File: src/sv/h2r_pkg.sv
// ----------------------------------------------------------------------------
// h2r_pkg : shared types and constants for the hsv to rgb converter
// Payload structs for the request and response channels, hue sector codes
// and the small modulo-3 helper used by the hue wrap.
// ----------------------------------------------------------------------------
package h2r_pkg;

   // default fraction bits of saturation, brightness and the color outputs
   localparam int COMPONENT_FRAC_BITS_DEFAULT = 8;

   // fraction bits of hue within one sector
   localparam int HUE_FRAC_BITS = 8;

   // width of every color component field
   localparam int COMPONENT_WIDTH = 9;

   typedef struct packed {
      logic signed [15:0] hue;
      logic [COMPONENT_WIDTH-1:0] saturation;
      logic [COMPONENT_WIDTH-1:0] brightness;
   } req_type;

   typedef struct packed {
      logic [COMPONENT_WIDTH-1:0] red;
      logic [COMPONENT_WIDTH-1:0] green;
      logic [COMPONENT_WIDTH-1:0] blue;
   } rsp_type;

   // hexcone sectors, 60 degrees each
   typedef enum logic [2:0] {
      SEC_RED_TO_YELLOW     = 3'd0,
      SEC_YELLOW_TO_GREEN   = 3'd1,
      SEC_GREEN_TO_CYAN     = 3'd2,
      SEC_CYAN_TO_BLUE      = 3'd3,
      SEC_BLUE_TO_MAGENTA   = 3'd4,
      SEC_MAGENTA_TO_RED    = 3'd5
   } sector_type;

   // x mod 3 by summing base-4 digits (4 is 1 mod 3)
   function automatic logic [1:0] mod3_8(input logic [7:0] x);
      logic [3:0] sum;
      logic [2:0] fold;
      begin
         sum = 4'(x[1:0]) + 4'(x[3:2]) + 4'(x[5:4]) + 4'(x[7:6]);
         fold = 3'(sum[1:0]) + 3'(sum[3:2]);
         if (fold >= 3'd6) begin
            fold = fold - 3'd6;
         end else if (fold >= 3'd3) begin
            fold = fold - 3'd3;
         end
         mod3_8 = fold[1:0];
      end
   endfunction

endpackage

File: src/sv/h2r_scale.sv
// ----------------------------------------------------------------------------
// h2r_scale : registered brightness scaling
// Forms (brightness * (one - frac)) >> F with truncation and registers it.
// ----------------------------------------------------------------------------
module h2r_scale #(
   parameter int COMPONENT_FRAC_BITS = h2r_pkg::COMPONENT_FRAC_BITS_DEFAULT
) (
   input  logic                               clock,
   input  logic [h2r_pkg::COMPONENT_WIDTH-1:0] brightness_in,
   input  logic [h2r_pkg::COMPONENT_WIDTH-1:0] frac_in,
   output logic [h2r_pkg::COMPONENT_WIDTH-1:0] scaled_out
);

   localparam int F  = COMPONENT_FRAC_BITS;
   localparam int CW = h2r_pkg::COMPONENT_WIDTH;
   localparam int XW = (F + 1 > CW) ? F + 1 : CW;
   localparam int PW = F + 1 + CW;

   logic [F:0]    one_c;
   logic [XW-1:0] frac_w;
   logic [F:0]    diff;
   logic [PW-1:0] prod;
   logic [CW-1:0] scaled_in;
   logic [CW-1:0] scaled_ff;

   // frac never exceeds one, so the resize to F+1 bits loses nothing
   assign one_c     = {1'b1, {F{1'b0}}};
   assign frac_w    = XW'(frac_in);
   assign diff      = one_c - frac_w[F:0];
   assign prod      = PW'(brightness_in) * PW'(diff);
   assign scaled_in = prod[F+CW-1:F];

   always_ff @(posedge clock) begin
      scaled_ff <= scaled_in;
   end

   assign scaled_out = scaled_ff;

endmodule

File: src/sv/hsv_to_rgb_pixel_converter_core.sv
// ----------------------------------------------------------------------------
// hsv_to_rgb_pixel_converter_core : pipelined hsv to rgb pixel converter
// Converts one hsv pixel to rgb every clock through a four-stage pipeline.
// ----------------------------------------------------------------------------
// A pixel transfer happens on any clock where start is high and busy is low.
// busy is low at all times except while reset is held, so a new pixel can be
// sent every cycle. Each result runs through the register stages below, with
// rsp_valid high for exactly one cycle, in request order; the receiver must
// take it in that cycle because nothing holds results back. Operand
// conditioning, the saturation-by-fraction products, the brightness
// products and the final sector select each own a register stage, in
// that order. Hue is wrapped to one full turn (1536 counts of 60/256
// degree), saturation and brightness above one are clamped to one, and zero
// saturation comes out gray because p, q and t all collapse to brightness.
// ----------------------------------------------------------------------------
module hsv_to_rgb_pixel_converter_core #(
   parameter int COMPONENT_FRAC_BITS = h2r_pkg::COMPONENT_FRAC_BITS_DEFAULT
) (
   input  logic             clock,
   input  logic             reset,
   input  logic             start,
   output logic             busy,
   input  h2r_pkg::req_type req_data,
   output logic             rsp_valid,
   output h2r_pkg::rsp_type rsp_data
);

   localparam int F  = COMPONENT_FRAC_BITS;
   localparam int CW = h2r_pkg::COMPONENT_WIDTH;
   localparam int HF = h2r_pkg::HUE_FRAC_BITS;
   localparam int KW = (F + 1 > CW) ? F + 1 : CW;
   localparam logic [KW-1:0] ONE_W = KW'(1) << F;

   // ---------------------------------------------------------------- stage 1
   // hue wrap: hue = 512 * hi + lo with hi = floor(hue / 512), so
   // hue mod 1536 = 512 * (hi mod 3) + lo; hi + 66 keeps the mod 3 positive
   logic                  accept;
   logic [7:0]            hi_bias;
   logic [1:0]            hi_mod3;
   logic [KW-1:0]         sat_w;
   logic [KW-1:0]         bri_w;
   logic [KW-1:0]         sat_clamp;
   logic [KW-1:0]         bri_clamp;

   logic                  valid1_ff;
   logic [CW-1:0]         sat1_ff;
   logic [CW-1:0]         bri1_ff;
   h2r_pkg::sector_type   sector1_ff;
   logic [HF-1:0]         frac1_ff;

   assign busy   = reset;
   assign accept = start && !busy;

   assign hi_bias = {req_data.hue[15], req_data.hue[15:9]} + 8'd66;
   assign hi_mod3 = h2r_pkg::mod3_8(hi_bias);

   // clamp both components to one
   assign sat_w     = KW'(req_data.saturation);
   assign bri_w     = KW'(req_data.brightness);
   assign sat_clamp = (sat_w > ONE_W) ? ONE_W : sat_w;
   assign bri_clamp = (bri_w > ONE_W) ? ONE_W : bri_w;

   always_ff @(posedge clock) begin
      if (reset) begin
         valid1_ff <= 1'b0;
      end else begin
         valid1_ff <= accept;
      end
   end

   always_ff @(posedge clock) begin
      sat1_ff    <= sat_clamp[CW-1:0];
      bri1_ff    <= bri_clamp[CW-1:0];
      // sector = hue mod 1536 >> 8 = 2 * (hi mod 3) + hue bit 8
      sector1_ff <= h2r_pkg::sector_type'({hi_mod3, req_data.hue[8]});
      frac1_ff   <= req_data.hue[HF-1:0];
   end

   // ---------------------------------------------------------------- stage 2
   // saturation times fraction and times its complement, truncated
   logic [CW+HF-1:0]      sf_prod;
   logic [CW+HF:0]        sg_prod;
   logic [HF:0]           frac_comp;

   logic                  valid2_ff;
   logic [CW-1:0]         sat2_ff;
   logic [CW-1:0]         bri2_ff;
   h2r_pkg::sector_type   sector2_ff;
   logic [CW-1:0]         sf2_ff;
   logic [CW-1:0]         sg2_ff;

   assign frac_comp = {1'b1, {HF{1'b0}}} - (HF + 1)'(frac1_ff);
   assign sf_prod   = (CW + HF)'(sat1_ff) * (CW + HF)'(frac1_ff);
   assign sg_prod   = (CW + HF + 1)'(sat1_ff) * (CW + HF + 1)'(frac_comp);

   always_ff @(posedge clock) begin
      if (reset) begin
         valid2_ff <= 1'b0;
      end else begin
         valid2_ff <= valid1_ff;
      end
   end

   // both scaled terms stay at or below saturation, so 9 bits hold them
   always_ff @(posedge clock) begin
      sat2_ff    <= sat1_ff;
      bri2_ff    <= bri1_ff;
      sector2_ff <= sector1_ff;
      sf2_ff     <= sf_prod[HF+CW-1:HF];
      sg2_ff     <= sg_prod[HF+CW-1:HF];
   end

   // ---------------------------------------------------------------- stage 3
   // p, q and t: brightness scaled by one minus each term
   logic [CW-1:0]         p3;
   logic [CW-1:0]         q3;
   logic [CW-1:0]         t3;
   logic                  valid3_ff;
   logic [CW-1:0]         bri3_ff;
   h2r_pkg::sector_type   sector3_ff;

   h2r_scale #(
      .COMPONENT_FRAC_BITS(COMPONENT_FRAC_BITS)
   ) u_scale_p (
      .clock         (clock),
      .brightness_in (bri2_ff),
      .frac_in       (sat2_ff),
      .scaled_out    (p3)
   );

   h2r_scale #(
      .COMPONENT_FRAC_BITS(COMPONENT_FRAC_BITS)
   ) u_scale_q (
      .clock         (clock),
      .brightness_in (bri2_ff),
      .frac_in       (sf2_ff),
      .scaled_out    (q3)
   );

   h2r_scale #(
      .COMPONENT_FRAC_BITS(COMPONENT_FRAC_BITS)
   ) u_scale_t (
      .clock         (clock),
      .brightness_in (bri2_ff),
      .frac_in       (sg2_ff),
      .scaled_out    (t3)
   );

   always_ff @(posedge clock) begin
      if (reset) begin
         valid3_ff <= 1'b0;
      end else begin
         valid3_ff <= valid2_ff;
      end
   end

   always_ff @(posedge clock) begin
      bri3_ff    <= bri2_ff;
      sector3_ff <= sector2_ff;
   end

   // ---------------------------------------------------------------- stage 4
   // hexcone select of red, green and blue by sector
   h2r_pkg::rsp_type      rsp_in;
   h2r_pkg::rsp_type      rsp_ff;
   logic                  rsp_valid_ff;

   always_comb begin
      unique case (sector3_ff)
         h2r_pkg::SEC_RED_TO_YELLOW: begin
            rsp_in = '{red: bri3_ff, green: t3, blue: p3};
         end
         h2r_pkg::SEC_YELLOW_TO_GREEN: begin
            rsp_in = '{red: q3, green: bri3_ff, blue: p3};
         end
         h2r_pkg::SEC_GREEN_TO_CYAN: begin
            rsp_in = '{red: p3, green: bri3_ff, blue: t3};
         end
         h2r_pkg::SEC_CYAN_TO_BLUE: begin
            rsp_in = '{red: p3, green: q3, blue: bri3_ff};
         end
         h2r_pkg::SEC_BLUE_TO_MAGENTA: begin
            rsp_in = '{red: t3, green: p3, blue: bri3_ff};
         end
         default: begin
            rsp_in = '{red: bri3_ff, green: p3, blue: q3};
         end
      endcase
   end

   always_ff @(posedge clock) begin
      if (reset) begin
         rsp_valid_ff <= 1'b0;
      end else begin
         rsp_valid_ff <= valid3_ff;
      end
   end

   always_ff @(posedge clock) begin
      rsp_ff <= rsp_in;
   end

   // response transfer strobe and data
   assign rsp_valid = rsp_valid_ff;
   assign rsp_data  = rsp_ff;

endmodule

File: config.mk
export PLATFORM = sky130hd
export DESIGN_NAME = hsv_to_rgb_pixel_converter_core
export DESIGN_NICKNAME = d
export VERILOG_FILES = /design/src/sv/h2r_pkg.sv /design/src/sv/h2r_scale.sv /design/src/sv/hsv_to_rgb_pixel_converter_core.sv
export SDC_FILE = /design/constraint.sdc
export NUM_CORES = 1
export LEC_CHECK = 0
export BUFFER_PORTS_ARGS = -buffer_cell sky130_fd_sc_hd__buf_4
export CAP_MARGIN = 20
export CORE_ASPECT_RATIO = 1.4
export CORE_UTILIZATION = 42
export CTS_CLUSTER_SIZE = 8
export DETAILED_ROUTE_END_ITERATION = 8
export PLACE_DENSITY = 0.58
export SETUP_SLACK_MARGIN = 0.1
export SYNTH_ARGS = -nofsm -noshare
export SYNTH_HDL_FRONTEND = slang
export SYNTH_HIERARCHICAL = 1
export SYNTH_SLANG_ARGS = --single-unit
File: constraint.sdc
create_clock -name clock -period 12.5 [get_ports clock]
set_clock_uncertainty 0.05 [all_clocks]
set_input_delay 1.25 -clock clock [delete_from_list [all_inputs] [get_ports clock]]
set_output_delay 1.25 -clock clock [all_outputs]
set_load 0.03 [all_outputs]
Word-level counts from Yosys, hierarchy flattened --
Cells that the tools add are included. W data, S select, Z words.
Storage, ports and cells: register bits 138, bits in latches 0, bits in writable memories 0, ROM bits 0, input port bits 37, output and inout bits 29, logic and storage cells 51, memories 0
Cells by class: $add $sub $neg 11, $mul 5, div/mod/pow operators 0, magnitude comparators 4, eq/ne operators 4, shift-type cells 0, mux-type cells 3, bitwise logic cells 0, reductions and logical operators 3
Operator list (count):
- $pmux W27 S5 | 1
- $mul A9 B9 Y17 | 4
- $sub A9 B9 Y9 const A | 3
- $gt A9 B9 Y1 const B | 2
- $mul A9 B8 Y17 | 1
- $sub A9 B8 Y9 const A | 1
- $add A8 B7 Y8 const B | 1
- $add A2 B2 Y3 | 2
- $eq A3 B2 Y1 const B | 2
- $add A3 B2 Y4 | 1
- $add A4 B2 Y4 | 1
- $mux W2 | 2
- $sub A2 B2 Y2 const B | 2
- $eq A3 B1 Y1 const B | 1
- $eq A3 B3 Y1 const B | 1
- $ge A3 B2 Y1 const B | 1
- $ge A3 B3 Y1 const B | 1
- $logic_not A3 Y1 | 1
- $logic_and A1 B1 Y1 | 1
- $logic_not A1 Y1 | 1

Longest topological paths before layout --
Gate-level depths: netlist (run 1).
depth in word-level cells 8, gate-level depth with buffers 21, gate-level depth less buffers 20

Cells and area by module --
The synthesis (run 1) kept the hierarchy.
Modules (own cells, without submodules):
- hsv_to_rgb_pixel_converter_core | instances 1, cells each 876, area each 8368.0 um^2, sequential area each 2222.1 um^2
- h2r_scale (u_scale_q ...) | instances 2, cells each 305, area each 2740.1 um^2, sequential area each 180.2 um^2
- h2r_scale (u_scale_p) | instances 1, cells each 308, area each 2700.1 um^2, sequential area each 180.2 um^2

Least setup slack after synthesis (run 1) --
No wires, ideal clock.
kind flip-flop to flip-flop, from register sat2_ff[0], to register u_scale_p.scaled_ff[6] (netlist: u_scale_p/scaled_out[6]), library setup time 0.130 ns, data arrival time 4.955 ns, required time 12.320 ns, slack 7.365 ns, stages on the path, launching flop included 20, buffers on the path 1, clock period less this slack 5.135 ns, path through dfxtp_1 -> buf_2 -> inv_1 -> ha_1 -> nor3b_1 -> nand3_1 -> xnor2_1 -> nand2_1 -> fa_1 -> fa_1 -> inv_1 -> fa_1 -> inv_1 -> fa_1 -> inv_1 -> ha_1 -> nand4_1 -> o32ai_1 -> o21a_1 -> o211ai_1
On the way: word-level cells in the longest chain between the ends 2
RTL lines:
- start: declaration | line hsv_to_rgb_pixel_converter_core.sv:86 | logic [CW-1:0] sat2_ff;
- start signal: assignment | line hsv_to_rgb_pixel_converter_core.sv:106 | sat2_ff <= sat1_ff;
- $sub A9 B9 Y9 | line h2r_scale.sv:29 | assign diff = one_c - frac_w[F:0];
- $mul A9 B9 Y17 | line h2r_scale.sv:30 | assign prod = PW'(brightness_in) * PW'(diff);
- net u_scale_p.prod[14] | line h2r_scale.sv:22 | logic [PW-1:0] prod;
- end signal: assignment | line h2r_scale.sv:34 | scaled_ff <= scaled_in;
- end: declaration | line h2r_scale.sv:24 | logic [CW-1:0] scaled_ff;
The timed path passes the listed nets, and every way through them passes these cells. A chain may end at the register's enable or synchronous reset.

Worst setup path after layout (run 1) --
from register sat2_ff[0], to register u_scale_p.scaled_ff[8] (netlist: u_scale_p/scaled_out[8])
The elaborated chain is that of the path after synthesis.

==> flow_metrics.tcl, run 1 <==
set metrics [dict create \
    status "complete, no violations" \
    synth_area_um2 16500 \
    hold_path.class "flop to flop" \
    p_per_area_nw_per_um2 227 \
    dieArea_um2 40200 \
    synth_compound_area_share_pct 7.67 \
    total_power_mw 4.12 \
    antenna_found_initial 0 \
    min_to "sector2_ff[0]" \
    start_util_pct 42.9 \
    synthFlopType "dfxtp_1" \
    ctsResizeCount 0 \
    final-setup-viol-count 0 \
    r2r-end "u_scale_p/scaled_out[8]" \
    io_buffers 65 \
    use_met3_pct 2.21 \
    yosys_warnings 6 \
    fin_nets 2285 \
    p_clk_share_pct 11.8 \
    max_freq_mhz 179 \
    layout_common_cells "321 x inv_1, 237 x fa_1, 197 x nand2_1" \
    drt-initial-drc-count 544 \
    synth-xor-area-share_pct 4.66 \
    synth_edf_count 0 \
    vdd_ir_drop_max_uv 152 \
    period_share_pct 44.7 \
    area_growth_pct 9.32 \
    synth.largest_area_cell "fa_1" \
    cts_hold_buf 0 \
    die_h_um 237 \
    layout_commonest_cell "inv_1" \
    async_reset_ff_share_pct 0 \
    crit_arrival_ps 5860 \
    io_pins 66 \
    crit_cells 17 \
    cp-start-kind "flop" \
    synth_top_family_by_area "adder cells" \
    power_frac_comb_pct 70.8 \
    use_met1_pct 22.4 \
    firstDrtPassIters 5 \
    syn-num-nets 2241 \
    grt_pass1_wl_um 60900 \
    yosysSeqAreaShare_pct 16.7 \
    cp_max_fo 10 \
    synthCells 1794 \
    internal_power_mw 2.09 \
    leakage_nw 8.95 \
    wirelength_um 36100 \
    crit_family "adder cells" \
    critPathBufInv 2 \
    overflow 0 \
    p_switching_mw 2.03 \
    clockBufferDepth 2 \
    tns_ps 0 \
    cpPeakStageDelay_ps 570 \
    cts-htree-levels 4 \
    syn_avg_cell_area_um2 9.22 \
    crit_start "sat2_ff[0]" \
    ant_nets 0 \
    drv_cap 0 \
    grt_max_degree 66 \
    synth_top_area_share_pct 28.7 \
    hold_viol 0 \
    seqPwrFrac_pct 17.4 \
    worst_path_max_delay_cell "fa_1" \
    hpwl_um 28900 \
    synth-simple-area-share_pct 17.9 \
    drive_gt1_share_pct 8.82 \
    numCtsBuffers 17 \
    switching_share_pct 49.3 \
    rrSetupSlack_ps 6910 \
    rsz0062_at_grt "no" \
    wl_per_cell_um 15.2 \
    reg2regPathDepth 17 \
    gp_congestion 0.811 \
    grt_busiest_layer "met2" \
    cts.sinks 138 \
    vias 11700 \
    worst_pin_slew_ps 931 \
    path_class "flop to flop" \
    synth.area.top_cells "fa_1 29%, dfxtp_1 17%, ha_1 13%, inv_1 7.3%, and2_1 7.1%" \
    cts_tree "yes" \
    vias_per_cell 4.94 \
    grt_util_all_layers_pct 19.2 \
    core-area_um2 38600 \
    clk_pin_slew_ps 60 \
    holdPathStages 0 \
    synth_fa_ha_area_share_pct 41.8 \
    layout_min_cycle_time_ps 5590 \
    grt_pass1_vias 12500 \
    rows 85 \
    drc 0 \
    diodes 0 \
    post_cts_buffers 0 \
    relSlewSlack_pct 37.5 \
    muxShareOfSynthArea_pct 2.43 \
    min-delay-start "sector1_ff[0]" \
    path_cells "inv_1 -> ha_1 -> nor3b_1 -> nand3_1 -> xnor2_1 -> nand2_1 -> fa_1 -> fa_1 -> inv_1 -> fa_1 -> ha_1 -> ha_1 -> a21o_1 -> a21o_1 -> a2111oi_0 -> a221oi_2 -> xnor2_1" \
    root_buffer "clkbuf_16" \
    reg2reg_from "sat2_ff[0]" \
    ys_types 65 \
    die_x_um 170 \
    drv_slew 0 \
    synth_seq_cells 138 \
    crit_path_end_kind "flop" \
    crit_required_ps 12770 \
    clk-insertion-delay-late_ps 440 \
    grtUsageMet2_pct 35.0 \
]
==> cell families (layout without fill, tap and decap cells) <==
family,count (synthesis),after routing
flops,138,138
simple gates,567,567
xor+xnor,88,88
compound gates,177,177
mux,39,39
buf+inv,375,430
fa+ha+maj,410,410
==> power by group through the flow <==
stage	sequential (mW)	combinational [mW]	clock (mW)
after detailed placement	0.730	2.92	0
after global placement	0.727	2.85	0
final	0.718	2.91	0.484
after global routing	0.732	3.34	0.517
after CTS	0.720	2.94	0.503
after floorplan	0.763	2.21	0
==> stage by stage <==
step	instances	utilization, %	worst slack [ps]	hold WS, ps	instance area [um2]
floorplan	1794	-	7360	260	16500
global placement	2340	45.4	7050	261	17500
detailed placement	2340	45.4	6920	262	17500
CTS	2370	46.8	6910	277	18100
global route	2371	46.9	6560	283	18100
finish	2371	46.9	6910	276	18100
==> routing by layer <==
metal  share of wire, %  vias to the layer above
li1                   -                     5708
met1                 42                     5785
met2                 52                      165
met3                2.3                       58
met4                3.3                        0
met5                  0                        -
==> synthesized netlist by cell type, types with 4 or more instances <==
library cell and count:
a221o_1 9, clkbuf_1 32, a21o_1 16, nor2_1 65
o21a_1 6, nor3b_1 13, buf_1 4, buf_6 4
inv_1 321, mux2_2 9, a32oi_1 9, fa_1 237
and2_1 189, nor2b_1 21, xnor2_1 67, nand4_1 6
nand3_1 11, dfxtp_1 138, a221oi_2 6, nand2_1 197
and2_2 13, buf_2 10, buf_4 4, nand2b_1 15
a21oi_1 56, nand4b_1 4, a211oi_1 4, nor4_1 4
o31ai_1 4, and3_1 4, o21ai_1 5, a31oi_1 4
o21ai_0 25, mux2i_1 30, nor3_1 9, ha_1 173
xor2_1 21
==> layout make-up <==
type                            count  area (um2)
Fill cell                        3731       20500
Inverter                          321        1200
Tap cell                          522         653
Clock inverter                     12         119
Timing Repair Buffer               79         601
Multi-Input combinational cell   1281       12300
Sequential cell                   138        2760
Clock buffer                       18         429
==> worst max-delay path by stage <==
| stage | end | slack [ps] |
|---|---|---|
| after floorplan | u_scale_p/scaled_out[6] | 7360 |
| after global placement | u_scale_p/scaled_out[6] | 7050 |
| after detailed placement | u_scale_p/scaled_out[8] | 6920 |
| after CTS | u_scale_p/scaled_out[8] | 6910 |
| after global routing | u_scale_p/scaled_out[6] | 6560 |
| final | u_scale_p/scaled_out[8] | 6910 |
==> registers in the layout, indices dropped and copies added, names as in the netlist, 3 cells and up <==
signal / flops
u_scale_t/scaled_out: 9
sat2_ff: 9
sf2_ff: 9
u_scale_q/scaled_out: 9
sector2_ff: 3
sat1_ff: 9
rsp_data: 27
sg2_ff: 9
bri2_ff: 9
bri3_ff: 9
sector3_ff: 3
frac1_ff: 8
u_scale_p/scaled_out: 9
sector1_ff: 3
bri1_ff: 9
==> worst reg2reg max path, stage by stage (launching register included) <==
cell and delay [ps]:
dfxtp_1 390, inv_1 90, ha_1 170, nor3b_1 360
nand3_1 200, xnor2_1 470, nand2_1 170, fa_1 540
fa_1 570, inv_1 60, fa_1 470, ha_1 310
ha_1 370, a21o_1 200, a21o_1 200, a2111oi_0 560
a221oi_2 120, xnor2_1 150
No activity file was read; power rests on OpenSTA's default activity.
==> run 2, diff against run 1 <==
--- a/config.mk
+++ b/config.mk
@@ -11,7 +11,7 @@
 export CORE_UTILIZATION = 42
 export CTS_CLUSTER_SIZE = 8
 export DETAILED_ROUTE_END_ITERATION = 8
-export PLACE_DENSITY = 0.58
+export PLACE_DENSITY = 0.6
 export SETUP_SLACK_MARGIN = 0.1
 export SYNTH_ARGS = -nofsm -noshare
 export SYNTH_HDL_FRONTEND = slang
==> constraint.sdc (replaced) <==
create_clock -name clock -period 5.1 [get_ports clock]
set_clock_uncertainty 0.05 [all_clocks]
set_input_delay 0.51 -clock clock [delete_from_list [all_inputs] [get_ports clock]]
set_output_delay 0.51 -clock clock [all_outputs]
set_load 0.03 [all_outputs]
==> flow_metrics.tcl, run 2 (synthesis gave the netlist of run 1 again) <==
set metrics [dict create \
    status "complete, no violations" \
    firstDrtPassIters 5 \
    cp-start-kind "flop" \
    area_growth_pct 18.3 \
    max_freq_mhz 206 \
    root_buffer "clkbuf_16" \
    reg2reg_from "sg2_ff[0]" \
    clk_pin_slew_ps 70 \
    overflow 0 \
    largest_reg_flops 27 \
    met3WireLength_um 787 \
    fin_ws_ps 239 \
    hpwl_um 30100 \
    cts-htree-levels 4 \
    diodes 0 \
    crit_arrival_ps 5140 \
    layout_min_cycle_time_ps 4860 \
    rsz0062_at_grt "yes" \
    drc 0 \
    wl_per_cell_um 15.1 \
    tns_ps 0 \
    vias_per_cell 4.94 \
    period_share_pct 95.3 \
    routed.top_layer "met4" \
    cp_max_fo 5 \
    min-delay-start "req_data[26]" \
    grt_pass1_vias 12800 \
    io_pins 66 \
    path_cells "inv_1 -> ha_2 -> nor3b_4 -> nand2_2 -> xor2_4 -> buf_6 -> and2_1 -> fa_1 -> fa_1 -> fa_1 -> inv_1 -> fa_1 -> inv_1 -> ha_4 -> o21ai_1 -> nand2b_1 -> a41oi_2 -> a221oi_2 -> xnor2_1" \
    wirelength_um 37200 \
    drv_slew 0 \
    crit_required_ps 5380 \
    min_to "sector1_ff[0]" \
    layout_common_cells "315 x inv_1, 235 x fa_1, 191 x nand2_1" \
    wl_met2_um 20300 \
    clockBufferDepth 2 \
    vdd_ir_drop_max_uv 524 \
    drive_gt1_share_pct 18.3 \
    numCtsBuffers 17 \
    drt-initial-drc-count 532 \
    antenna_found_initial 0 \
    crit_path_end_kind "flop" \
    dpl_worst_slack_ps -79.6 \
    layout_commonest_cell "inv_1" \
    cts.sinks 138 \
    clk-insertion-delay-late_ps 440 \
    leakage_nw 9.54 \
    holdPathStages 1 \
    hold_path.class "input pin to flop" \
    worst_pin_slew_ps 888 \
    start_util_pct 42.9 \
    cpPeakStageDelay_ps 560 \
    core-area_um2 38600 \
    die_x_um 170 \
    vias 12200 \
    path_class "flop to flop" \
    final_area_um2 19600 \
    drv_cap 0 \
    rows 85 \
    die_h_um 237 \
    rrSetupSlack_ps 240 \
    wl_met1_um 15100 \
    place_area_um2 18100 \
    r2r-end "u_scale_t/scaled_out[8]" \
    relSlewSlack_pct 40.7 \
    cts_tree "yes" \
    dieArea_um2 40200 \
    grt_util_all_layers_pct 19.4 \
    p_per_area_nw_per_um2 599 \
    ant_nets 0 \
    hold_viol 0 \
    grt_pass1_wl_um 61800 \
    worst_path_max_delay_cell "fa_1" \
    grt_max_degree 66 \
    final-setup-viol-count 0 \
    io_buffers 65 \
    fin_nets 2381 \
    path_common_cell "fa_1" \
    reg2regPathDepth 19 \
    gp_congestion 0.836 \
]
## run 2: what timing repair did
action / in CTS / in global routing
hold buffers: 0 / 0
resized for setup: 10 / 114
setup buffers: 1 / 29
endpoints found under the setup margin: 6 / 27
pin swaps: 1 / 98
## run 2: where the power goes
part	internal, mW	switching, mW	leakage, nW
registers	1.49	0.311	1.16
logic	3.99	4.70	8.09
clock network	0.704	0.543	0.289
## run 2: area by class of cell
| class | count | area, um2 |
|---|---|---|
| Tap cell | 522 | 653 |
| Multi-Input combinational cell | 1281 | 13000 |
| Inverter | 321 | 1200 |
| Sequential cell | 138 | 2780 |
| Timing Repair Buffer | 175 | 1350 |
| Clock inverter | 14 | 146 |
| Fill cell | 3559 | 19000 |
| Clock buffer | 18 | 439 |
## run 2: metal layers
metal  vias up  GRT usage [%]
met4         0           7.07
met1      6035           21.7
met2       190           37.0
li1       5912              -
met5         -              0
met3        55           2.12
## run 2: worst max-delay path: cells and delay by family, from the launching register on
family | cells | cell delay [ps]
adder cells (fa/ha/maj) | 6 | 2560
AND/OR/NAND/NOR | 4 | 640
buffers and inverters | 4 | 320
XOR/XNOR | 2 | 300
flip-flops | 1 | 350
AO/OA/AOI/OAI | 3 | 520
## run 2: per-stage QoR
stage | power (mW) | instances | utilization [%] | hold slack (ps)
6_report | 11.7 | 2469 | 50.7 | 117
5_1_grt | 12.9 | 2469 | 50.7 | 99.8
3_5_place_dp | 9.28 | 2407 | 46.9 | 262
3_3_place_gp | 9.11 | 2407 | 46.9 | 260
4_1_cts | 10.7 | 2440 | 48.6 | 95.2
2_1_floorplan | 7.31 | 1794 | - | 260
## run 2: worst max path at each step
stage                         endpoint  slack (ps)  depth (start not counted)       start
2_1_floorplan  u_scale_q/scaled_out[5]         110                         19   sf2_ff[0]
3_3_place_gp   u_scale_p/scaled_out[8]         120                         19  sat2_ff[0]
3_5_place_dp   u_scale_p/scaled_out[8]         -80                         19  sat2_ff[0]
4_1_cts        u_scale_p/scaled_out[8]          90                         20  sat2_ff[0]
5_1_grt        u_scale_t/scaled_out[8]          40                         19   sg2_ff[0]
6_report       u_scale_t/scaled_out[8]         240                         19   sg2_ff[0]
==> run 3, diff against run 2 <==
--- a/config.mk
+++ b/config.mk
@@ -12,6 +12,7 @@
 export CTS_CLUSTER_SIZE = 8
 export DETAILED_ROUTE_END_ITERATION = 8
 export PLACE_DENSITY = 0.6
+export RECOVER_POWER = 25
 export SETUP_SLACK_MARGIN = 0.1
 export SYNTH_ARGS = -nofsm -noshare
 export SYNTH_HDL_FRONTEND = slang
==> flow_metrics.tcl, run 3 (synthesis gave the netlist of run 1 again) <==
set metrics [dict create \
    grtUsageMet2_pct 37.0 \
    use_met3_pct 2.12 \
    reg2regPathDepth 19 \
    holdPathStages 1 \
    clk_pin_slew_ps 70 \
    dieArea_um2 40200 \
    largest_reg_flops 27 \
    r2r-end "u_scale_t/scaled_out[8]" \
    crit_path_end_kind "flop" \
    path_common_cell "fa_1" \
    hpwl_um 30100 \
    dpl_worst_slack_ps -79.6 \
    final-setup-viol-count 0 \
    hold_viol 0 \
    layout_min_cycle_time_ps 4860 \
    grt_max_degree 66 \
    min_to "sector1_ff[0]" \
    layout_common_cells "315 x inv_1, 235 x fa_1, 191 x nand2_1" \
    cp_max_fo 5 \
    min-delay-start "req_data[26]" \
    cts.sinks 138 \
    leakage_nw 9.53 \
    grt_busiest_layer "met2" \
    root_buffer "clkbuf_16" \
    grt_pass1_vias 12800 \
    diodes 0 \
    cts-htree-levels 4 \
    relSlewSlack_pct 40.7 \
    firstDrtPassIters 5 \
    reg2reg_from "sg2_ff[0]" \
    drive_gt1_share_pct 18.2 \
    start_util_pct 42.9 \
    vdd_ir_drop_max_uv 518 \
    fin_nets 2381 \
    drt-initial-drc-count 545 \
    critPathBufInv 4 \
    die_x_um 170 \
    path_class "flop to flop" \
    worst_path_max_delay_cell "fa_1" \
    use_met1_pct 21.7 \
    final_util_pct 50.7 \
    ant_nets 0 \
    instances_no_fill 2469 \
    die_h_um 237 \
    rows 85 \
    crit_cells 19 \
    crit_family "adder cells" \
    rrSetupSlack_ps 240 \
    drv_slew 0 \
    cp-start-kind "flop" \
    area_growth_pct 18.3 \
    cts_tree "yes" \
    overflow 0 \
    p_per_area_nw_per_um2 599 \
    io_pins 66 \
    crit_arrival_ps 5140 \
    core-area_um2 38600 \
    period_share_pct 95.3 \
    gp_congestion 0.836 \
    grt_util_all_layers_pct 19.4 \
    vias_per_cell 4.94 \
    io_buffers 65 \
    cpPeakStageDelay_ps 560 \
    dp.cells 2407 \
    wl_per_cell_um 15.1 \
    path_cells "inv_1 -> ha_2 -> nor3b_4 -> nand2_2 -> xor2_4 -> buf_6 -> and2_1 -> fa_1 -> fa_1 -> fa_1 -> inv_1 -> fa_1 -> inv_1 -> ha_4 -> o21ai_1 -> nand2b_1 -> a41oi_2 -> a221oi_2 -> xnor2_1" \
    wirelength_um 37200 \
    final.fill_count 3563 \
    total_power_mw 11.7 \
    drc 0 \
    fin_ws_ps 239 \
    clk-insertion-delay-late_ps 440 \
    layout_commonest_cell "inv_1" \
    drv_cap 0 \
    numCtsBuffers 17 \
    cts_hold_buf 0 \
    antenna_found_initial 0 \
    rsz0062_at_grt "yes" \
    clockBufferDepth 2 \
    crit_required_ps 5380 \
    vias 12200 \
    status "complete, no violations" \
    grt_pass1_wl_um 61800 \
    max_freq_mhz 206 \
    worst_pin_slew_ps 888 \
    hold_path.class "input pin to flop" \
]
## run 3: cell count changes in the layout (fill, tap and decap cells not counted), sizes merged
cell,change
clkbuf,+12
buf,-12
## run 3: per-stage QoR
| stage | setup TNS, ps | hold slack (ps) | cell area [um2] |
|---|---|---|---|
| 2_1_floorplan | 0 | 260 | 16600 |
| 3_3_place_gp | 0 | 260 | 18100 |
| 3_5_place_dp | -79.6 | 262 | 18100 |
| 4_1_cts | 0 | 95.2 | 18800 |
| 5_1_grt | 0 | 122 | 19600 |
| 6_report | 0 | 139 | 19600 |
## run 3: layer usage
metal / vias to the layer above / share of wire (%)
met5: - / 0
met4: 0 / 2.9
met3: 55 / 2.1
met2: 172 / 54
met1: 6058 / 41
li1: 5908 / -
## run 3: timing repair
item,in CTS,in global routing
pin swaps,1,98
resized for setup,10,114
buffers inserted,1,29
endpoints found under the setup margin,6,27
gates cloned,0,0
## run 3: power breakdown
part	leakage (nW)	internal (mW)	switching, mW	total, mW
Clock	0.289	0.704	0.543	1.25
Combinational	8.08	3.99	4.69	8.68
Sequential	1.16	1.49	0.310	1.80
## run 3: how the worst max path moves through the flow
stage | start | endpoint | slack (ps)
after global placement | sat2_ff[0] | u_scale_p/scaled_out[8] | 120
final | sg2_ff[0] | u_scale_t/scaled_out[8] | 240
after detailed placement | sat2_ff[0] | u_scale_p/scaled_out[8] | -80
after CTS | sat2_ff[0] | u_scale_p/scaled_out[8] | 90
after floorplan | sf2_ff[0] | u_scale_q/scaled_out[5] | 110
after global routing | sg2_ff[0] | u_scale_t/scaled_out[8] | 40
## run 3: area by class of cell
type | instances | area (um2) | share of cell area, %
clock buffer | 18 | 439 | 2.24
tap | 522 | 653 | 3.34
timing repair buffer | 175 | 1350 | 6.87
multi-input combinational | 1281 | 13000 | 66.4
sequential | 138 | 2780 | 14.2
inverter | 321 | 1200 | 6.16
clock inverter | 14 | 146 | 0.748
